--- src/hdl/msq_ram.sv ---
// ----------------------------------------------------------------------------
// msq_ram
// Simple dual-port RAM, one write and one registered read port.
// ----------------------------------------------------------------------------
module msq_ram #(
	parameter int WIDTH = 32,
	parameter int DEPTH = 128,
	parameter int AW    = $clog2(DEPTH)
) (
	input  logic             clk,
	input  logic             we,
	input  logic [AW-1:0]    waddr,
	input  logic [WIDTH-1:0] wdata,
	input  logic             re,
	input  logic [AW-1:0]    raddr,
	output logic [WIDTH-1:0] rdata
);

	logic [WIDTH-1:0] mem [DEPTH];

	// write port
	always_ff @(posedge clk) begin
		if (we) begin
			mem[waddr] <= wdata;
		end
	end

	// registered read, hold between reads
	always_ff @(posedge clk) begin
		if (re) begin
			rdata <= mem[raddr];
		end
	end

endmodule

--- config.mk ---
export PLATFORM = sky130hd
export DESIGN_NAME = msq_ram
export DESIGN_NICKNAME = d
export VERILOG_FILES = /design/src/hdl/msq_ram.sv
export SDC_FILE = /design/constraint.sdc
export NUM_CORES = 2
export LEC_CHECK = 0
export BUFFER_PORTS_ARGS = -buffer_cell sky130_fd_sc_hd__buf_2
export CAP_MARGIN = 20
export CELL_PAD_IN_SITES_DETAIL_PLACEMENT = 1
export CELL_PAD_IN_SITES_GLOBAL_PLACEMENT = 1
export CORE_MARGIN = 8
export CORE_UTILIZATION = 57
export DETAILED_ROUTE_END_ITERATION = 10
export GPL_TIMING_DRIVEN = 0
export PLACE_DENSITY = 0.85
export SLEW_MARGIN = 20
export SYNTH_ARGS = -nofsm -noshare
export SYNTH_HDL_FRONTEND = slang
export SYNTH_SLANG_ARGS = --single-unit
export TNS_END_PERCENT = 50
--- constraint.sdc ---
create_clock -name clk -period 4.6 [get_ports clk]
set_clock_uncertainty 0.05 [all_clocks]
set_input_delay 0.46 -clock clk [delete_from_list [all_inputs] [get_ports clk]]
set_output_delay 0.46 -clock clk [all_outputs]
set_load 0.02 [all_outputs]
### Yosys cells after proc, flatten, opt, wreduce, memory -nomap -nowiden

Memories as Yosys holds them, arrays and structs flattened. A register that Yosys moved wholly into a read port is not among the register bits.
Cells that the tools add are included.

| storage, ports and cells | value |
|---|---|
| register bits after elaboration | 0 |
| RAM bits | 4096 |
| memories kept | 1 |
| input port bits | 49 |
| logic and storage cells | 3 |

| operators by class | value |
|---|---|
| multiplexer cells | 2 |

Memory list:

| name | words | bits a word | read ports | clocked after Yosys merged registers in | wr ports | RTL line | source |
|---|---|---|---|---|---|---|---|
| mem | 128 | 32 | 1 | 1 | 1 | 19 | `logic [WIDTH-1:0] mem [DEPTH];` |

Operators by type and width:

| operator | count |
|---|---|
| two-way mux 1 bit | 2 |

### Logic depth before layout (Yosys ltp)

| depth | value |
|---|---|
| depth after elaboration | 2 |
| mapped depth | 8 |
| gate-level depth less buffers | 4 |

### Worst setup path after synthesis

No wires, ideal clock.

| timing path | value |
|---|---|
| kind | input-to-reg |
| start point | input port we |
| end point | memory mem[98][0], enable pin |
| arrival time | 3.238 ns |
| cell stages on the path | 3 |
| data required time | 4.089 ns |
| path slack | 0.851 ns |
| cell sequence | clkbuf_1 nand4_1 nor3_1 |

| on the way | value |
|---|---|
| word-level cells in the longest chain between the ends | 2 |

RTL lines:

| element | RTL line | source |
|---|---|---|
| from (decl) | 11 | `input logic we,` |
| two-way mux 1 bit | 23 | `if (we) begin` |
| two-way mux 1 bit (not written as such) | 24 | `mem[waddr] <= wdata;` |
| to (decl) | 19 |  |

Every way passes these cells.

==> results.json <==
{
  "htreeDepth": 5,
  "dp_hpwl_um": 311900,
  "die_area_um2": 291800,
  "grt_usage_pct": 37.12,
  "drt_iter0_drc": 20283,
  "rsz0062_at_grt": "false",
  "slew_headroom_pct": 3.296,
  "maxClockFrequency_mhz": 220.5,
  "arrival_ns": 5.12,
  "worstSetupStartpointType": "input port",
  "synth.avg_cell_area_um2": 26.14,
  "chipHeight_um": 540.1,
  "grt-ovfl-total": 0,
  "io_pins": 81,
  "firstDrtPassIters": 6,
  "synth_top_family_by_area": "multiplexers",
  "portBuffers": 69,
  "setup_tns_ns": 0,
  "numCtsBuffers": 382,
  "final-seq-area_um2": 124000,
  "multiInputGateArea_um2": 32260,
  "cpMaxStageDelayCell": "buf_1",
  "routed_wl_um": 599100,
  "synth_nets": 6039,
  "post_drt_wl_per_cell_um": 55.90,
  "crit_fanout": 10,
  "maxSlewViolCount": 0,
  "ys_seq_area_share_pct": 79.16,
  "dp_slack_ns": -0.3276,
  "drc": 0,
  "run_status": "finished, final reports clean",
  "synth_seq_cells": 4128,
  "cp_cell_sequence": "clkbuf_1 > buf_2 > clkbuf_2 > buf_16 > buf_1 > mux4_2 > mux4_2 > mux4_2 > mux2_2",
  "final_cells": 10716,
  "dieWidth_um": 540.1,
  "via_count": 86518,
  "fin_ws_ns": 0.06466,
  "clkTransAtPathRegs_ns": 0.08,
  "ys_warn_count": 0,
  "power_density_nw_per_um2": 448.4,
  "numPlacedInstances": 9862,
  "clock_path_buffers": 4,
  "crit_path_frequent_cell": "mux4_2",
  "rows": 192,
  "grt_pass1_wl_um": 736500,
  "worst_slew_pin_slew_ns": 1.451,
  "synth_compound_area_share_pct": 0,
  "crit_required_ns": 5.18,
  "cts_tree": "built",
  "layout.nets": 6735,
  "start_util_pct": 57.28,
  "grt_max_degree": 93,
  "synthCells": 5990,
  "cts_resized": 0,
  "drv_cap": 0,
  "yosys.area_share.simple_pct": 0.4450,
  "fill_cells": 20469,
  "gp_congestion": 0.9014,
  "yosysUniqueCellTypes": 16,
  "cp-end-kind": "register",
  "period_needed_ns": 4.535,
  "min_path_type": "in -> reg",
  "cts_sinks": 4128,
  "p_leak_nw": 55.12,
  "power_mw": 80.67,
  "syn_area_um2": 156600,
  "drive_gt1_share_pct": 35.24,
  "fin_crit_sh_pct": 98.59,
  "synthToLayoutAreaGrowth_pct": 14.88,
  "finalHoldViolCount": 0,
  "ant_nets": 0,
  "synthMuxAreaShare_pct": 19.56,
  "cpPeakStageDelay_ns": 1.06,
  "setup_viol": 0,
  "core_area_um2": 273400,
  "synthXorXnorAreaFrac_pct": 0,
  "crit_type": "in -> reg",
  "cts-root-buf": "clkbuf_16",
  "yosys.area_share.adder_pct": 0,
  "vias_per_cell": 8.074,
  "antenna_found_initial": 114,
  "clk-insertion-delay-late_ns": 1.01,
  "grt_pass1_vias": 81159,
  "ir_drop_uv": 313.8
}
-- layout make-up --
class | instances | area share [%]
well taps | 3589 | 2.496
flip-flops and latches | 4128 | 68.90
repair buffers | 312 | 2.955
multi-input cells | 1546 | 17.93
plain buffers | 316 | 0.7720
diodes | 138 | 0.1920
clock inverters | 218 | 1.135
clock buffers | 469 | 5.613
-- synth_stat cells, drive strengths merged --
library cell	n	area (um^2)
nor3	9	45.04
mux2	32	360.4
edfxtp	4128	124000
or3	1	6.260
clkbuf	182	683.2
buf	134	628.1
nand2	14	52.55
nand4	3	18.77
nand3	12	60.06
nor2b	7	43.79
nand2b	2	12.51
mux4	1344	30270
nor2	122	457.9
-- state kept, by name (all words and copies together) (netlist names) --
signal / flops
mem: 4096
rdata: 32
-- cells in the final DEF (no fill, tap or decap), drive strengths merged --
master	netlist	layout
nor3	9	9
edfxtp	4128	4128
nand2b	2	2
mux4	1344	1344
nor2b	7	7
dlygate4sd3	0	23
diode	0	138
or3	1	1
nand2	14	14
bufinv	0	37
nor2	122	122
buf	134	409
mux2	32	32
clkinvlp	0	17
nand4	3	3
clkbuf	182	665
clkinv	0	161
nand3	12	12
inv	0	3
-- per-stage QoR --
| stage | utilization [%] | cell area [um^2] | hold WS (ns) |
|---|---|---|---|
| floorplan | - | 156600 | 0.5089 |
| global placement | 59.05 | 161400 | 0.8683 |
| detailed placement | 61.12 | 167100 | 0.8533 |
| CTS | 65.64 | 179400 | 0.04711 |
| global route | 65.77 | 179800 | 0.06573 |
| finish | 65.81 | 179900 | 0.07077 |
-- power by group --
| part | internal [mW] | switching (mW) |
|---|---|---|
| registers | 41.5 | 0.0933 |
| logic | 1.64 | 3.49 |
| clock network | 17.7 | 16.2 |
-- worst max-delay path: cells and delay by family --
kind | cells | cell delay, ns
mux | 4 | 2.04
buf+inv | 5 | 2.57
-- final timing paths --
| check | slack (ns) | from | endpoint | cells past startpoint |
|---|---|---|---|---|
| setup / recovery | 0.06 | raddr[2] | rdata[0] | 9 |
| hold / removal | 0.07 | re | rdata[7] | 1 |
| hold reg to reg | 1.31 | mem[126][14] | rdata[14] | 4 |
| setup reg to reg | 1.29 | mem[61][4] | rdata[4] | 4 |
-- repair_timing --
action / in CTS / in global routing
endpoints found under the hold margin: 947 / 0
setup buffers: 0 / 0
hold buffers: 23 / 0
-- logic make-up after synthesis --
family,count (synthesis)
multiplexers,1376
AND/OR/NAND/NOR,170
buffers and inverters,316
flip-flops,4128
-- per-layer routing --
layer	part of all wire (%)	vias up	GRT usage, %	routed length (um)
met2	45	11794	57.49	271600
met3	17	2605	11.61	101800
li1	-	27975	-	-
met4	8.7	74	21.40	52200
met5	0.12	-	0	689
met1	29	44070	47.07	172800
Note: power is estimated with default switching activity, not from simulation.
