<file path="src/hdl/msq_pkg.sv">
// ----------------------------------------------------------------------------
// msq_pkg
// Shared types and constants of the multi-server queue event step.
// ----------------------------------------------------------------------------
package msq_pkg;

	localparam int SERVER_COUNT_DEF = 5;
	localparam int QUEUE_DEPTH_DEF  = 128;

	localparam int TIME_W     = 32;
	localparam int ACC_W      = 48;
	localparam int SIDX_W     = 4;
	localparam int QLEN_W     = 8;
	localparam int GROUP_SIZE = 4;

	typedef logic [TIME_W-1:0] time_t;
	typedef logic [ACC_W-1:0]  acc_t;
	typedef logic [SIDX_W-1:0] sidx_t;

	localparam time_t NEVER = '1;

	typedef enum logic {
		EV_ARRIVAL   = 1'b0,
		EV_DEPARTURE = 1'b1
	} kind_t;

	typedef enum logic [1:0] {
		STATUS_OK       = 2'd0,
		STATUS_OVERFLOW = 2'd1,
		STATUS_HALTED   = 2'd2
	} status_t;

	// server table write: one entry per event
	typedef struct packed {
		logic  en;
		sidx_t idx;
		logic  busy;
		time_t due;
	} srv_upd_t;

	// earliest pending departure
	typedef struct packed {
		time_t due;
		sidx_t idx;
	} srv_sel_t;

	// lowest free server
	typedef struct packed {
		logic  found;
		sidx_t idx;
	} srv_free_t;

endpackage

</file>
<file path="src/hdl/msq_server_table.sv">
// ----------------------------------------------------------------------------
// msq_server_table
// Busy flags and departure times per server, with a registered group-min
// stage feeding the earliest-departure select and a free-server encoder.
// ----------------------------------------------------------------------------
module msq_server_table #(
	parameter int SERVER_COUNT = msq_pkg::SERVER_COUNT_DEF
) (
	input  logic                    clk,
	input  logic                    arst_n,
	input  msq_pkg::srv_upd_t       upd,
	output logic [SERVER_COUNT-1:0] busy,
	output msq_pkg::srv_sel_t       sel,
	output msq_pkg::srv_free_t      free
);
	import msq_pkg::*;

	localparam int GROUPS = (SERVER_COUNT + GROUP_SIZE - 1) / GROUP_SIZE;

	logic [SERVER_COUNT-1:0] busy_q;
	logic [SERVER_COUNT-1:0] busy_d;
	time_t                   dep_q [SERVER_COUNT];
	time_t                   dep_d [SERVER_COUNT];
	time_t                   grp_min_q [GROUPS];
	sidx_t                   grp_idx_q [GROUPS];
	time_t                   grp_min_d [GROUPS];
	sidx_t                   grp_idx_d [GROUPS];

	// apply the one entry write of this cycle
	always_comb begin
		busy_d = busy_q;
		for (int i = 0; i < SERVER_COUNT; i++) begin
			dep_d[i] = dep_q[i];
			if (upd.en && upd.idx == SIDX_W'(i)) begin
				dep_d[i]  = upd.due;
				busy_d[i] = upd.busy;
			end
		end
	end

	// per-group earliest departure of the next state, lowest index on ties
	always_comb begin
		for (int g = 0; g < GROUPS; g++) begin
			grp_min_d[g] = NEVER;
			grp_idx_d[g] = '0;
		end
		for (int i = 0; i < SERVER_COUNT; i++) begin
			if (dep_d[i] < grp_min_d[i / GROUP_SIZE]) begin
				grp_min_d[i / GROUP_SIZE] = dep_d[i];
				grp_idx_d[i / GROUP_SIZE] = SIDX_W'(i);
			end
		end
	end

	// hold table and group minima
	always_ff @(posedge clk or negedge arst_n) begin
		if (!arst_n) begin
			busy_q <= '0;
			for (int i = 0; i < SERVER_COUNT; i++) begin
				dep_q[i] <= NEVER;
			end
			for (int g = 0; g < GROUPS; g++) begin
				grp_min_q[g] <= NEVER;
				grp_idx_q[g] <= '0;
			end
		end else begin
			busy_q <= busy_d;
			for (int i = 0; i < SERVER_COUNT; i++) begin
				dep_q[i] <= dep_d[i];
			end
			for (int g = 0; g < GROUPS; g++) begin
				grp_min_q[g] <= grp_min_d[g];
				grp_idx_q[g] <= grp_idx_d[g];
			end
		end
	end

	// final select across groups
	always_comb begin
		sel.due = NEVER;
		sel.idx = '0;
		for (int g = 0; g < GROUPS; g++) begin
			if (grp_min_q[g] < sel.due) begin
				sel.due = grp_min_q[g];
				sel.idx = grp_idx_q[g];
			end
		end
	end

	// lowest free server
	always_comb begin
		free.found = 1'b0;
		free.idx   = '0;
		for (int i = SERVER_COUNT - 1; i >= 0; i--) begin
			if (!busy_q[i]) begin
				free.found = 1'b1;
				free.idx   = SIDX_W'(i);
			end
		end
	end

	assign busy = busy_q;

`ifndef SYNTH
	for (genvar i = 0; i < SERVER_COUNT; i++) begin : g_chk
		a_idle_never: assert property (@(posedge clk) disable iff (!arst_n)
			!busy_q[i] |-> dep_q[i] == NEVER)
			else $error("idle server holds a departure time");
	end
	a_group_tracks: assert property (@(posedge clk) disable iff (!arst_n)
		upd.en && upd.due < grp_min_d[0] && upd.idx < SIDX_W'(GROUP_SIZE)
		|=> grp_min_q[0] == $past(upd.due))
		else $error("group minimum missed an earlier departure");
`endif

endmodule

</file>
<file path="config.mk">
export PLATFORM = sky130hd
export DESIGN_NAME = msq_server_table
export DESIGN_NICKNAME = d
export VERILOG_FILES = /design/src/hdl/msq_pkg.sv /design/src/hdl/msq_server_table.sv
export SDC_FILE = /design/constraint.sdc
export NUM_CORES = 1
export LEC_CHECK = 0
export BUFFER_PORTS_ARGS = -buffer_cell sky130_fd_sc_hd__buf_2
export CAP_MARGIN = 20
export CORE_MARGIN = 3
export CORE_UTILIZATION = 50
export CTS_CLUSTER_SIZE = 8
export DETAILED_ROUTE_END_ITERATION = 8
export MAX_ROUTING_LAYER = met4
export PLACE_DENSITY_LB_ADDON = 0.1
export SLEW_MARGIN = 20
export SYNTH_ARGS = -nofsm -noshare
export SYNTH_HDL_FRONTEND = slang
export SYNTH_SLANG_ARGS = --single-unit
</file>
<file path="constraint.sdc">
create_clock -name clk -period 9.7 [get_ports clk]
set_input_delay 0.97 -clock clk [delete_from_list [all_inputs] [get_ports clk]]
set_output_delay 0.97 -clock clk [all_outputs]
set_load 0.005 [all_outputs]
</file>
After elaboration in Yosys (flattened, before gate mapping)
Cells that the tools add are included.
{"block": "op_classes", "order_cmp": 7, "n_eq_ne": 4, "n_reduce_logical": 6, "muxes": 21}
{"op": "$mux W32", "count": 10}
{"op": "$lt A32 B32 Y1", "count": 4}
{"op": "$lt A32 B32 Y1 const B", "count": 3}
{"op": "$mux W36", "count": 2}
{"op": "$mux W5", "count": 5}
{"op": "$eq A4 B2 Y1 const B", "count": 2}
{"op": "$mux W4", "count": 2}
{"op": "$logic_and A1 B1 Y1", "count": 5}
{"op": "$eq A4 B1 Y1 const B", "count": 1}
{"op": "$eq A4 B3 Y1 const B", "count": 1}
{"op": "$logic_not A4 Y1", "count": 1}
{"op": "$mux W3", "count": 1}
{"op": "$mux W1", "count": 1}
{"block": "word_totals", "output_inout_bits": 46, "input_bits": 40, "elab_cells": 52, "register_bits": 237}

Logic depth before layout (Yosys ltp)
Gate-level depths: netlist (run 1).
{"block": "logic_depth", "ltp_word": 11, "ltp_mapped": 39, "mapped_depth_nobuf": 33}

Worst setup path before layout (run 1)
No wires, ideal clock.
{"block": "synth_timing", "kind": "in2reg", "start": "input upd[33] (netlist bit)", "end": "register grp_min_q[35] (netlist bit)", "n_path_buf": 8, "required_time_ps": 9625, "setup_time_ps": 75, "arrival_ps": 8381, "path_stages": 35, "path_slack_ps": 1244, "cell_sequence": "clkbuf_1 nand3b_1 clkbuf_1 buf_1 mux2i_1 inv_1 ha_1 a21o_1 a21o_1 a31oi_1 o2111ai_1 a21o_1 nor2_4 buf_2 mux2i_1 ha_1 a21o_1 a21o_1 a21oi_1 o21ai_0 a221oi_1 o21a_1 clkbuf_1 clkbuf_1 clkbuf_1 a31oi_1 ha_1 nand4_1 or3_1 nor4_1 nand3_1 nand2b_1 o31ai_4 buf_6 mux2i_1"}
{"element": "start: declaration", "line": "msq_server_table.sv:11", "text": "input msq_pkg::srv_upd_t upd,"}
{"element": "end signal: indexed assignment", "line": "msq_server_table.sv:72", "text": "grp_min_q[g] <= grp_min_d[g];"}
{"element": "end: declaration", "line": "msq_server_table.sv:24", "text": "time_t grp_min_q [GROUPS];"}

==> impl_metrics.tcl, run 1 <==
set metrics [dict create \
    run_status "completed" \
    drt_iter0_drc 470 \
    drc_errors 0 \
    final_max_slew_viol_count 0 \
    crit_arrival_ns 9.41 \
    row_count 59 \
    yosysMostFrequentCell "dfstp_2" \
    max_clock_freq_mhz 111 \
    cts_buffers 34 \
    final.setup.tns_ns 0 \
    holdCritPathClass "input pin to async pin" \
    worst_slew_pin_slew_ns 1.04 \
    peakVddDrop_uv 181 \
    cp_slowest_cell "o21a_2" \
    maximum_clock_insertion_buffer_count 3 \
    detailroute.via_count 8774 \
    number_of_inserted_filler_cells_in_the_final_layout 2220 \
    placedInstanceArea_sq_um 14200 \
    grt_pass1_vias 8894 \
    grt_setup_unrepaired "false" \
    leakage_nw 7.60 \
    drtAntennaViolNets 0 \
    overflow 0 \
    die_width_um 170 \
    antenna_cells_inserted 0 \
    clock_sinks 232 \
    postCtsSetupRepairBufs 0 \
    cpLargestDelayFamily "compound AO/OA/AOI/OAI gates" \
    antenna_found_initial 1 \
    synth_seq_cells 232 \
    wl_per_cell_um 19.9 \
    cp_data_required_time_ns 10.12 \
    maxCapViolations 0 \
    grt_first_pass_wirelength_mm 50.0 \
    ys.warnings.count 0 \
    synthesis_to_finish_area_growth_pct 13.1 \
    min_period_over_period_pct 92.7 \
    cts_max_level 2 \
    total_power_mw 4.60 \
    hold_buffers 0 \
    layout.nets 1391 \
    synthFlopType "dfstp_2" \
    synthTopCellsByArea "dfstp_2, mux2i_1, mux2_2" \
    synthesis.instances 1141 \
    critical-path-max-stage-delay_ns 0.65 \
    post_cts_resized 0 \
    setup-violations-final 0 \
    netlist_top_cells_count "dfstp_2, mux2i_1, mux2_2, inv_1, ha_1" \
    async_reset_ff_share_pct 100 \
    synth_enable_flop_cells 0 \
    critical_path_class "input pin to flop" \
    clkTransAtPathRegs_ns 0.05 \
    synth_area_sq_um 13400 \
    endpoint_kind "flop" \
    design.die.area_sq_um 28700 \
    insertion_delay_ns 0.50 \
    route.detailed.vias_per_inst 5.58 \
    synth_top_cell_by_area "dfstp_2" \
    timing.final.crit_period_ns 8.99 \
    detail_route.wirelength_mm 31.2 \
    synth.top_cell.area_share_pct 44.0 \
    netlist-cell-type-count 61 \
    start_util_pct 51.2 \
    final_count_of_hold_timing_violations 0 \
    relSlewSlack_pct 30.3 \
    cts.root.buffer_cell "clkbuf_16" \
    maximum_number_of_pins_on_one_net_before_global_route_repair 84 \
    port_buffers 83 \
    critical_path_buf_inv_count 5 \
    num_io_pins 86 \
    grtUsageTotal_pct 22.9 \
    routabilityCongestion 0.837 \
    drt_pre_antenna_iters 4 \
    core-area_sq_um 26100 \
    post_route_cells_drive_above_1_share_pct 41.3 \
    dieHeight_um 170 \
    synth.avg_cell_area_sq_um 11.7 \
    cp-start-kind "input pin" \
    skew_ns 0.0145 \
    cellPowerDensity_nw_per_um2 305 \
    crit_path_max_fanout 44 \
    dp_hpwl_mm 23.2 \
    tritoncts "done" \
    synth.yosys.seq_area_share_pct 45.5 \
    final_cell_area_sq_um 15100 \
]
power by group:
group	internal, mW	switching, mW
clock	0.643	0.411
combinational	0.895	1.10
sequential	1.41	0.140
total	2.95	1.65
layout make-up:
class / count / area, sq um / area share (%)
Clock inverter: 2 / 32.5 / 0.215
Tap cell: 335 / 419 / 2.77
Multi-Input combinational cell: 735 / 6620 / 43.8
Timing Repair Buffer: 97 / 576 / 3.81
Clock buffer: 40 / 895 / 5.92
Inverter: 130 / 488 / 3.23
Sequential cell: 232 / 6090 / 40.3
logic make-up after synthesis:
family	share of synthesized area, %
compound gates	8.61
mux	23.2
xor+xnor	0.131
fa+ha+maj	11.5
other cells	0.0281
simple gates	5.79
flops	45.5
buf+inv	5.18
metal layers:
layer  track usage, %  part of all wire [%]
met4             5.12                   1.7
met3             2.61                   3.4
met2             32.1                    42
met1             35.5                    53
met5                -                     0
sequential cells by signal, summed over array words and instances, names as in the netlist:
register,cells
dep_q,160
grp_min_q,64
busy,5
grp_idx_q,3
worst paths after layout:
path | slack [ns] | depth (start not counted) | to | start
max | 0.71 | 33 | grp_min_q[48] | upd[36]
min | 0.49 | 1 | busy[4] | arst_n
max reg2reg | 1.73 | 29 | grp_min_q[48] | dep_q[125]
min reg2reg | 0.56 | 1 | busy[4] | busy[4]
max in group asynchronous | 7.05 | 3 | grp_idx_q[5] | arst_n
min in group clk | 0.56 | 1 | busy[4] | busy[4]
stage by stage:
stage	hold WS [ns]	worst slack, ns	std cells	util, %
after global routing	0.526	0.0397	1571	57.9
after global placement	0.538	0.361	1528	54.2
after CTS	0.500	0.740	1570	57.7
after floorplan	0.535	1.24	1142	-
final	0.487	0.710	1571	57.9
after detailed placement	0.543	0.234	1528	54.2
worst reg2reg max path: cells and delay by family (launching register included):
kind                       cells  cell delay, ns
AOI/OAI and AO/OA             13            3.05
adders and majority gates      3            0.95
buffers and inverters          3            0.89
DFF                            1            0.51
muxes                          3            0.69
and+or+nand+nor                7            1.82
placed cells by master, fill, tap and decap left out, types with 7 or more instances in the layout:
| cell type | Yosys | layout |
|---|---|---|
| a31oi_1 | 30 | 30 |
| clkbuf_16 | 0 | 35 |
| buf_4 | 2 | 11 |
| a21oi_1 | 59 | 59 |
| ha_1 | 121 | 121 |
| nand4_1 | 36 | 36 |
| nor2b_1 | 7 | 7 |
| nand2b_1 | 7 | 7 |
| nor2_1 | 16 | 15 |
| dfstp_2 | 224 | 224 |
| o21ai_0 | 18 | 18 |
| buf_2 | 4 | 82 |
| inv_1 | 130 | 130 |
| mux2i_1 | 156 | 155 |
| dfrtp_1 | 8 | 8 |
| a21o_1 | 39 | 39 |
| nand2_1 | 29 | 28 |
| mux2_2 | 136 | 136 |
Note: power is estimated with default switching activity, not from simulation.
==> run 2: changes to the inputs <==
PLACE_DENSITY = 0.67   (was not set)
PLACE_DENSITY_LB_ADDON = not set   (was 0.1)
==> run 2 against run 1 <==
Against the previous run: clock skew increased by 0.00096 ns; non-clock buffer count grew 3; die area is the same; global-route usage down 0.25 points; critical path type unchanged; critical endpoint is now grp_min_q[54]; largest power group unchanged; highest routed layer unchanged.
==> impl_metrics.tcl, run 2 (synthesis gave the netlist of run 1 again) <==
set metrics [dict create \
    peakVddDrop_uv 166 \
    routabilityCongestion 0.855 \
    multi_input_area_sq_um 6630 \
    timing.final.ws_setup_ns 0.767 \
    mostFrequentLayoutCells "dfstp_2, mux2i_1, mux2_2, inv_1, ha_1" \
    route.detailed.vias_per_inst 5.66 \
    wl_per_cell_um 19.8 \
    maximum_number_of_pins_on_one_net_before_global_route_repair 129 \
    relSlewSlack_pct 29.7 \
    grt_pass1_vias 9218 \
    final_max_slew_viol_count 0 \
    clkTransAtPathRegs_ns 0.05 \
    layout.nets 1394 \
    drt_pre_antenna_iters 5 \
    layout.cells.most_common "dfstp_2" \
    cp_data_required_time_ns 10.11 \
    run_status "completed" \
    maximum_clock_insertion_buffer_count 3 \
    cp-start-kind "input pin" \
    clock_sinks 232 \
    overflow 0 \
    cellPowerDensity_nw_per_um2 305 \
    timing.final.crit_period_ns 8.93 \
    row_count 59 \
    critical-path-max-stage-delay_ns 0.81 \
    register_area_sq_um 6090 \
    tritoncts "done" \
    design.die.area_sq_um 28700 \
    number_of_inserted_filler_cells_in_the_final_layout 2208 \
    die_width_um 170 \
    cts_max_level 2 \
    setup-violations-final 0 \
    top_reg_by_flops "dep_q" \
    maxCapViolations 0 \
    post_route_cells_drive_above_1_share_pct 41.5 \
    hold_buffers 0 \
    crit_arrival_ns 9.34 \
    detailroute.via_count 8904 \
    critical_path_class "input pin to flop" \
    dp_hpwl_mm 23.2 \
    final.setup.tns_ns 0 \
    holdCritPathClass "input pin to async pin" \
    synthesis_to_finish_area_growth_pct 13.0 \
    grt_setup_unrepaired "false" \
    crit_path_max_fanout 37 \
    largest_register_ffs 160 \
    drt_iter0_drc 532 \
    max_clock_freq_mhz 112 \
    drc_errors 0 \
    dp_worst_setup_slack_ns 0.0659 \
    min_period_over_period_pct 92.1 \
    worst_slew_pin_slew_ns 1.03 \
    drtAntennaViolNets 0 \
    endpoint_kind "flop" \
    dieHeight_um 170 \
    detail_route.wirelength_mm 31.2 \
    antenna_cells_inserted 0 \
    num_io_pins 86 \
    final_count_of_hold_timing_violations 0 \
    port_buffers 83 \
    antenna_found_initial 0 \
    cts_buffers 34 \
    insertion_delay_ns 0.51 \
    skew_ns 0.0155 \
    final_core_util_pct 57.8 \
    cts.root.buffer_cell "clkbuf_16" \
    core-area_sq_um 26100 \
    grtUsageTotal_pct 22.6 \
    leakage_nw 7.60 \
    grt_first_pass_wirelength_mm 50.0 \
    cp_slowest_cell "mux2i_4" \
    start_util_pct 51.2 \
]
==> run 2: path summary, 6_finish.rpt <==
path,startpoint,end,slack (ns),cells after the start
min in group clk,dep_q[114],dep_q[114],0.57,2
max in group asynchronous,arst_n,busy[3],7.90,2
worst min-delay path,arst_n,grp_idx_q[2],0.54,1
worst max register to register,dep_q[125],grp_min_q[54],1.88,29
worst max-delay path,upd[36],grp_min_q[54],0.77,32
worst min register to register,dep_q[114],dep_q[114],0.57,2
==> run 2: layout make-up <==
| cell class | count | share of cell area, % |
|---|---|---|
| inverters | 130 | 3.23 |
| clock buffers | 39 | 5.90 |
| multi-input cells | 735 | 43.9 |
| flip-flops and latches | 232 | 40.3 |
| repair buffers | 100 | 3.74 |
| well taps | 335 | 2.77 |
| clock inverters | 2 | 0.215 |
==> run 2: worst max-delay path: cells and delay by family <==
kind | cells | cell delay [ns]
adder cells (fa/ha/maj) | 3 | 0.81
AO/OA/AOI/OAI | 7 | 1.45
multiplexers | 4 | 1.76
AND/OR/NAND/NOR | 14 | 3.00
buffers and inverters | 4 | 1.32
==> run 2: where the power goes <==
part           internal, mW  total [mW]  switching [mW]
registers              1.41        1.55           0.139
clock network         0.641        1.05           0.407
logic                 0.898        2.01            1.12
==> run 2: what timing repair did <==
| item | CTS | global route |
|---|---|---|
| endpoints found under the setup margin | 0 | 27 |
| setup buffers | 0 | 0 |
| gates resized for setup | 0 | 1 |
==> run 2: per-layer routing <==
layer  share of wire, %  GRT usage (%)  vias to the layer above  wire length (um)
li1                   -              -                     4264                 -
met1                 51           33.3                     4406             15900
met2                 43           32.8                      175             13400
met3                4.0           3.12                       59              1230
met4                2.3           6.44                        0               721
met5                  0              -                        -                 0
==> run 2: stage by stage <==
stage                     cells  area, sq um  hold WS (ns)  total power [mW]
final                      1573        15100         0.541              4.61
after floorplan            1142        13400         0.535              2.98
after detailed placement   1532        14200         0.545              3.56
after global placement     1532        14200         0.538              3.49
after global routing       1573        15100         0.580              4.96
after CTS                  1573        15100         0.566              4.64
